File: config.mk
export PLATFORM = sky130hd
export DESIGN_NAME = double_ended_queue
export DESIGN_NICKNAME = d
export VERILOG_FILES = /design/src/dq_pkg.sv /design/src/double_ended_queue.sv /design/src/dq_ram.sv /design/src/dq_ctrl.sv /design/src/dq_datapath.sv
export VERILOG_INCLUDE_DIRS = /design/src /design/src/src
export SDC_FILE = /design/constraint.sdc
export NUM_CORES = 1
export LEC_CHECK = 0
export BUFFER_PORTS_ARGS = -buffer_cell sky130_fd_sc_hd__buf_2
export CORE_MARGIN = 4
export CORE_UTILIZATION = 50
export CTS_CLUSTER_SIZE = 14
export DETAILED_ROUTE_END_ITERATION = 6
export PLACE_DENSITY = 0.69
export SKIP_CTS_REPAIR_TIMING = 1
export SYNTH_ARGS = -nofsm -noshare
export SYNTH_HDL_FRONTEND = slang
export SYNTH_SLANG_ARGS = --single-unit
File: constraint.sdc
create_clock -name aclk -period 4.5 [get_ports aclk]
set_input_delay 0 -clock aclk [delete_from_list [all_inputs] [get_ports aclk]]
set_output_delay 0 -clock aclk [all_outputs]
set_load 0.1 [all_outputs]
File: src/double_ended_queue_macros.svh
// Assertion macros used by the double-ended queue datapath.
`ifndef DOUBLE_ENDED_QUEUE_MACROS_SVH
`define DOUBLE_ENDED_QUEUE_MACROS_SVH

`ifndef NO_ASSERTIONS
`define DQ_ASSERT_IMPL(label, clk, rstn, ante, cons) \
    label: assert property (@(posedge clk) disable iff (!(rstn)) (ante) |-> (cons)) \
        else $error("dq: same-cycle check failed");
`define DQ_ASSERT_NEXT(label, clk, rstn, ante, cons) \
    label: assert property (@(posedge clk) disable iff (!(rstn)) (ante) |=> (cons)) \
        else $error("dq: next-cycle check failed");
`else
`define DQ_ASSERT_IMPL(label, clk, rstn, ante, cons)
`define DQ_ASSERT_NEXT(label, clk, rstn, ante, cons)
`endif

`endif

File: src/dq_pkg.sv
// Shared types and constants of the double-ended queue.
package dq_pkg;

    localparam int DEPTH_DEF      = 16;
    localparam int DATA_WIDTH_DEF = 32;

    typedef enum logic [1:0] {
        OP_PUSH_FRONT = 2'd0,
        OP_PUSH_BACK  = 2'd1,
        OP_POP_FRONT  = 2'd2,
        OP_POP_BACK   = 2'd3
    } kind_t;

    typedef enum logic [1:0] {
        ST_DONE  = 2'd0,
        ST_EMPTY = 2'd1,
        ST_FULL  = 2'd2
    } status_t;

    typedef enum logic {
        S_IDLE = 1'b0,
        S_RESP = 1'b1
    } state_t;

    typedef struct packed {
        logic    take;
        logic    ok;
        logic    push;
        logic    front;
        status_t code;
    } cmd_t;

    typedef struct packed {
        logic full;
        logic empty;
    } dp_status_t;

endpackage

File: src/double_ended_queue.sv
// Top level of the bounded double-ended queue.
//
//  Channel   Direction  Ports                                           Moves
//  s_        in         s_valid s_ready s_kind s_data_in                one operation item
//  m_        out        m_valid m_ready m_status m_data_out m_count_out m_is_empty  one result item
//
// An item is answered in the cycle after it is taken; with m_ready held high one item
// per cycle flows, since a new item is taken in the same cycle the waiting result leaves.
// Throughput is set by the single result register and the registered RAM read.
// Reset clears the pointer and count; the ring store is not cleared and needs no pass.
// While a result waits with m_ready low, s_ready stays low and the queue holds.
module double_ended_queue #(
    parameter int DEPTH      = dq_pkg::DEPTH_DEF,
    parameter int DATA_WIDTH = dq_pkg::DATA_WIDTH_DEF,
    localparam int CW        = $clog2(DEPTH + 1)
) (
    input  logic                  aclk,
    input  logic                  aresetn,
    input  logic                  s_valid,
    output logic                  s_ready,
    input  logic [1:0]            s_kind,
    input  logic [DATA_WIDTH-1:0] s_data_in,
    output logic                  m_valid,
    input  logic                  m_ready,
    output logic [1:0]            m_status,
    output logic [DATA_WIDTH-1:0] m_data_out,
    output logic [CW-1:0]         m_count_out,
    output logic                  m_is_empty
);

    dq_pkg::cmd_t       cmd;
    dq_pkg::dp_status_t dp_status;

    dq_ctrl u_ctrl (
        .aclk      (aclk),
        .aresetn   (aresetn),
        .s_valid   (s_valid),
        .s_ready   (s_ready),
        .s_kind    (s_kind),
        .m_valid   (m_valid),
        .m_ready   (m_ready),
        .dp_status (dp_status),
        .cmd       (cmd)
    );

    dq_datapath #(
        .DEPTH      (DEPTH),
        .DATA_WIDTH (DATA_WIDTH)
    ) u_datapath (
        .aclk        (aclk),
        .aresetn     (aresetn),
        .cmd         (cmd),
        .s_data_in   (s_data_in),
        .dp_status   (dp_status),
        .m_status    (m_status),
        .m_data_out  (m_data_out),
        .m_count_out (m_count_out),
        .m_is_empty  (m_is_empty)
    );

endmodule

File: src/dq_ram.sv
// Generic single-write, single-read RAM with registered read data.
module dq_ram #(
    parameter int WIDTH = dq_pkg::DATA_WIDTH_DEF,
    parameter int DEPTH = dq_pkg::DEPTH_DEF,
    localparam int AW   = $clog2(DEPTH)
) (
    input  logic             aclk,
    input  logic             we,
    input  logic [AW-1:0]    waddr,
    input  logic [WIDTH-1:0] wdata,
    input  logic             re,
    input  logic [AW-1:0]    raddr,
    output logic [WIDTH-1:0] rdata
);

    logic [WIDTH-1:0] mem [DEPTH];
    logic [WIDTH-1:0] rdata_reg;

    always_ff @(posedge aclk) begin
        if (we) begin
            mem[waddr] <= wdata;
        end
        if (re) begin
            rdata_reg <= mem[raddr];
        end
    end

    assign rdata = rdata_reg;

endmodule

File: src/dq_ctrl.sv
// Controller state machine: handshakes, operation decode and refusal checks.
module dq_ctrl (
    input  logic               aclk,
    input  logic               aresetn,
    input  logic               s_valid,
    output logic               s_ready,
    input  logic [1:0]         s_kind,
    output logic               m_valid,
    input  logic               m_ready,
    input  dq_pkg::dp_status_t dp_status,
    output dq_pkg::cmd_t       cmd
);

    dq_pkg::state_t state_reg;
    dq_pkg::state_t state_next;
    dq_pkg::kind_t  kind;
    logic           take;

    assign kind = dq_pkg::kind_t'(s_kind);

    always_ff @(posedge aclk) begin
        if (!aresetn) begin
            state_reg <= dq_pkg::S_IDLE;
        end else begin
            state_reg <= state_next;
        end
    end

    always_comb begin
        state_next = state_reg;
        unique case (state_reg)
            dq_pkg::S_IDLE: begin
                if (take) begin
                    state_next = dq_pkg::S_RESP;
                end
            end
            dq_pkg::S_RESP: begin
                if (m_ready && !take) begin
                    state_next = dq_pkg::S_IDLE;
                end
            end
            default: state_next = dq_pkg::S_IDLE;
        endcase
    end

    always_comb begin
        s_ready   = (state_reg == dq_pkg::S_IDLE) || m_ready;
        m_valid   = (state_reg == dq_pkg::S_RESP);
        take      = s_valid && s_ready;
        cmd.take  = take;
        cmd.push  = 1'b0;
        cmd.front = 1'b0;
        unique case (kind)
            dq_pkg::OP_PUSH_FRONT: begin
                cmd.push  = 1'b1;
                cmd.front = 1'b1;
            end
            dq_pkg::OP_PUSH_BACK: begin
                cmd.push  = 1'b1;
                cmd.front = 1'b0;
            end
            dq_pkg::OP_POP_FRONT: begin
                cmd.push  = 1'b0;
                cmd.front = 1'b1;
            end
            dq_pkg::OP_POP_BACK: begin
                cmd.push  = 1'b0;
                cmd.front = 1'b0;
            end
            default: begin
                cmd.push  = 1'b0;
                cmd.front = 1'b0;
            end
        endcase
        cmd.ok = cmd.push ? !dp_status.full : !dp_status.empty;
        if (cmd.ok) begin
            cmd.code = dq_pkg::ST_DONE;
        end else if (cmd.push) begin
            cmd.code = dq_pkg::ST_FULL;
        end else begin
            cmd.code = dq_pkg::ST_EMPTY;
        end
    end

endmodule

File: src/dq_datapath.sv
// Datapath: ring pointers, entry count, ring store and result registers.
`include "double_ended_queue_macros.svh"

module dq_datapath #(
    parameter int DEPTH      = dq_pkg::DEPTH_DEF,
    parameter int DATA_WIDTH = dq_pkg::DATA_WIDTH_DEF,
    localparam int AW        = $clog2(DEPTH),
    localparam int CW        = $clog2(DEPTH + 1)
) (
    input  logic                  aclk,
    input  logic                  aresetn,
    input  dq_pkg::cmd_t          cmd,
    input  logic [DATA_WIDTH-1:0] s_data_in,
    output dq_pkg::dp_status_t    dp_status,
    output logic [1:0]            m_status,
    output logic [DATA_WIDTH-1:0] m_data_out,
    output logic [CW-1:0]         m_count_out,
    output logic                  m_is_empty
);

    localparam logic [AW:0]   DEPTH_W = (AW + 1)'(DEPTH);
    localparam logic [AW-1:0] LAST_A  = AW'(DEPTH - 1);
    localparam logic [CW-1:0] DEPTH_C = CW'(DEPTH);

    logic [AW-1:0]         head_reg, head_next;
    logic [CW-1:0]         count_reg, count_next;
    dq_pkg::status_t       status_reg;
    logic                  popped_reg;
    logic [AW-1:0]         head_dec, head_inc, tail, back;
    logic [AW:0]           sum, sum_m1;
    logic                  wr_en, rd_en;
    logic [AW-1:0]         waddr, raddr;
    logic [DATA_WIDTH-1:0] rdata;

    always_comb begin
        head_dec = (head_reg == '0) ? LAST_A : head_reg - AW'(1);
        head_inc = (head_reg == LAST_A) ? '0 : head_reg + AW'(1);
        sum      = {1'b0, head_reg} + (AW + 1)'(count_reg);
        sum_m1   = sum - (AW + 1)'(1);
        tail     = (sum >= DEPTH_W) ? AW'(sum - DEPTH_W) : AW'(sum);
        back     = (sum_m1 >= DEPTH_W) ? AW'(sum_m1 - DEPTH_W) : AW'(sum_m1);
    end

    assign dp_status.full  = (count_reg == DEPTH_C);
    assign dp_status.empty = (count_reg == '0);

    assign wr_en = cmd.take && cmd.ok && cmd.push;
    assign rd_en = cmd.take && cmd.ok && !cmd.push;
    assign waddr = cmd.front ? head_dec : tail;
    assign raddr = cmd.front ? head_reg : back;

    always_comb begin
        head_next  = head_reg;
        count_next = count_reg;
        if (wr_en) begin
            count_next = count_reg + CW'(1);
            if (cmd.front) begin
                head_next = head_dec;
            end
        end else if (rd_en) begin
            count_next = count_reg - CW'(1);
            if (cmd.front) begin
                head_next = head_inc;
            end
        end
    end

    always_ff @(posedge aclk) begin
        if (!aresetn) begin
            head_reg  <= '0;
            count_reg <= '0;
        end else begin
            head_reg  <= head_next;
            count_reg <= count_next;
        end
    end

    always_ff @(posedge aclk) begin
        if (cmd.take) begin
            status_reg <= cmd.code;
            popped_reg <= rd_en;
        end
    end

    dq_ram #(
        .WIDTH (DATA_WIDTH),
        .DEPTH (DEPTH)
    ) u_ram (
        .aclk  (aclk),
        .we    (wr_en),
        .waddr (waddr),
        .wdata (s_data_in),
        .re    (rd_en),
        .raddr (raddr),
        .rdata (rdata)
    );

    assign m_status    = status_reg;
    assign m_data_out  = popped_reg ? rdata : '0;
    assign m_count_out = count_reg;
    assign m_is_empty  = (count_reg == '0);

    `DQ_ASSERT_IMPL(a_count_bound, aclk, aresetn, 1'b1, count_reg <= DEPTH_C)
    `DQ_ASSERT_IMPL(a_pop_not_empty, aclk, aresetn, rd_en, count_reg != '0)
    `DQ_ASSERT_NEXT(a_push_count, aclk, aresetn, wr_en, count_reg == $past(count_reg) + CW'(1))
    `DQ_ASSERT_NEXT(a_refuse_head, aclk, aresetn, cmd.take && !cmd.ok, $stable(head_reg))
    `DQ_ASSERT_NEXT(a_refuse_count, aclk, aresetn, cmd.take && !cmd.ok, $stable(count_reg))

endmodule

==> run metrics <==
status complete, no violations; Arr. time, crit path around 4.0 ns; Die ar. 48,100 µm²; Max Slew Vio Count 0; pwr/cell area 613 nW/µm²; leakage 8.28 nW; Die Span Y 219 µm; fin crit share 0.823; sequential fraction of the synthesis area 0.744; Via density 6.30; Net Count, Synth 1,154; TNS Setup 0 ns; Tot GR Track Use 0.217; EDFF count, synth approximately 550; DR vias 11,800; FFs w/ async S/R, synth 0; PortBufs 79; Worst Path Required 4.84 ns; max reg flops 512; ANT nets after route 0; max cap viols 0; DRT iter0 DRCs 1,472; Synth warnings 0; placed insts 1,736; Post-Route Utilization 0.584; Rows just under 80; DRC 0; non-filler cells, final 1,873; largest net degree at the start of global routing 49; H-tree depth 2; clock tree buffer depth 3; Syn Area/Cell 20.2 µm²; FF/Latch Area 16,600 µm²; filler cell count around 3,200; number of distinct library cells after synthesis 52; worst vdd rail ir drop 474 µV; vias in the first global route approximately 12,000; slowest stage delay, CP 0.57 ns; Final Hold Fails 0; clk root buf clkbuf_16; relative slew slack 0.341; Overflow after GRT 0; area of the mapped netlist 22,300 µm²; area growth from synthesis to layout 15.6%; Skew-Pair Late Insertion Delay 0.60 ns; crit-path cells ha_1 > inv_1 > fa_1 > xor2_1 > and3_1 > xor3_1 > o21ai_4 > buf_4 > nand2_1 > mux2i_1; final wirelength 51,700 µm; HPWL Detailed 27,700 µm; cell family with most CP delay adder cells; post-route minimum period 3.71 ns; cts bufs inserted 55; Final #Nets around 1,300; CTS tree built; kind of start point of the critical path register; Slew @ Worst Pin 0.988 ns; Max stage delay cell, worst path o21ai_4; Worst setup EP type register; Multi-input gate area approximately 5400 µm²; Buf/Inv on CP 2; Setup Skew 0.0205 ns; largest fanout on the critical path 17; Hold WS 0.00418 ns; Final setup violation count 0; Seq cells post-synth 557; top_reg_cell synth edfxtp_1; gpl congestion approximately 0.79; class of the most critical setup path reg2reg; FF-to-FF setup slack 0.79 ns; layout cell share with drive strength beyond 1 0.276; die width about 220 µm; WL per Instance 27.6 µm; Tightest Hold Check Type in2reg; initial antenna violation count 0; Pre-antenna DRT Iters 6; RSZ-0062 raised after global routing no; I/O pins 80; Reg clk slew, reported paths about 0.060 ns; Antenna Cells 0; highest clock rate 270 MHz; starting density of the core 0.505; CORE AREA between 40,000 and 50,000 µm²; Clock Sinks between 500 and 600; first-pass GRT wire length 76,800 µm; Mapped Cells 1,104
==> area by class of cell <==
class | count | area share
repair buffers | 151 | 0.0471
flip-flops and latches | 557 | 0.645
multi-input cells | 462 | 0.210
clock inverters | 34 | 0.0130
well taps | 592 | 0.0287
clock buffers | 66 | 0.0549
inverters | 11 | 0.00160
==> cell usage after synthesis, types with 2 or more instances <==
cell	count	area, µm²
dfxtp_1	10	200
inv_1	9	33.8
xnor3_1	2	45.0
mux4_2	124	2790
nand2_1	14	52.6
xor2_1	2	17.5
a32oi_1	35	307
edfxtp_1	547	16400
buf_2	35	175
and2_1	35	219
o221ai_1	62	543
a21oi_1	7	35.0
buf_4	13	97.6
buf_6	8	90.1
nand4_1	2	12.5
ha_1	10	125
clkbuf_1	17	63.8
nor2_1	27	101
a21o_1	6	45.0
nand2b_1	2	12.5
xnor2_1	9	78.8
nor3_1	3	15.0
nor2b_1	4	25.0
inv_2	2	7.51
o211a_1	2	20.0
nand3_1	37	185
a21boi_1	3	22.5
o31ai_1	3	22.5
mux2i_1	12	120
a21oi_2	2	17.5
o21ai_0	6	30.0
fa_1	2	40.0
o21ai_1	33	165
==> routing by layer <==
layer	share of wire	track usage	vias up
met3	0.084	0.0408	85
met4	0.022	0.0643	0
li1	-	-	4952
met2	0.49	0.352	572
met1	0.40	0.305	6190
met5	0	0	-
==> logic make-up (layout without fill, tap and decap cells) <==
group	Yosys count	after routing	synth area share
buffers and inverters	85	262	0.0213
muxes	138	138	0.132
DFF	557	557	0.744
xor gates and xnor gates	14	14	0.00739
adders and majority gates	12	12	0.00739
and+or+nand+nor	130	130	0.0299
AOI/OAI and AO/OA	168	168	0.0578
==> worst min-delay path: stages <==
cell	delay, ns
buf_2	0.07
nand2b_4	0.12
and2_1	0.24
==> stage by stage <==
stage	cell area, µm²	worst slack (ns)	total power, mW
4_1_cts	25400	0.859	15.9
3_3_place_gp	23700	0.981	11.3
6_report	25800	0.795	15.8
3_5_place_dp	23700	0.886	11.4
2_1_floorplan	22400	0.924	10.1
5_1_grt	25800	0.601	16.5
==> final timing paths <==
| kind | startpoint | end | depth (start not counted) |
|---|---|---|---|
| worst min register to register | u_datapath.m_count_out[4] | u_datapath.m_count_out[4] | 2 |
| worst min-delay path | m_ready | u_datapath.popped_reg | 3 |
| worst max-delay path | u_datapath.head_reg[0] | u_datapath.u_ram.rdata[30] | 10 |
| worst max register to register | u_datapath.head_reg[0] | u_datapath.u_ram.rdata[30] | 10 |
==> where the power goes <==
part           leakage [nW]  total [mW]  internal [mW]  switching, mW
combinational          2.41        5.04           1.76           3.28
sequential             5.02        6.31           6.17          0.134
clock                 0.852        4.48           2.58           1.89
==> layout by cell type (no fill, tap or decap), drive strengths merged, types with 2 or more instances in the layout <==
master       count
nor2            27
mux2i           13
o21ai           39
a21o             6
dlygate4sd3     37
buf            114
o211a            2
fa               2
a21boi           4
inv             11
a21oi           10
nand3           38
xnor3            2
xor2             2
ha              10
and2            35
a32oi           35
dfxtp           10
xnor2            9
nor3             3
clkbuf          66
edfxtp         547
nand2           14
nand4            2
nand2b           2
clkinvlp         3
o221ai          62
bufinv           6
nor2b            4
mux4           124
o31ai            3
clkinv          25
No activity file was read; power rests on OpenSTA's default activity.
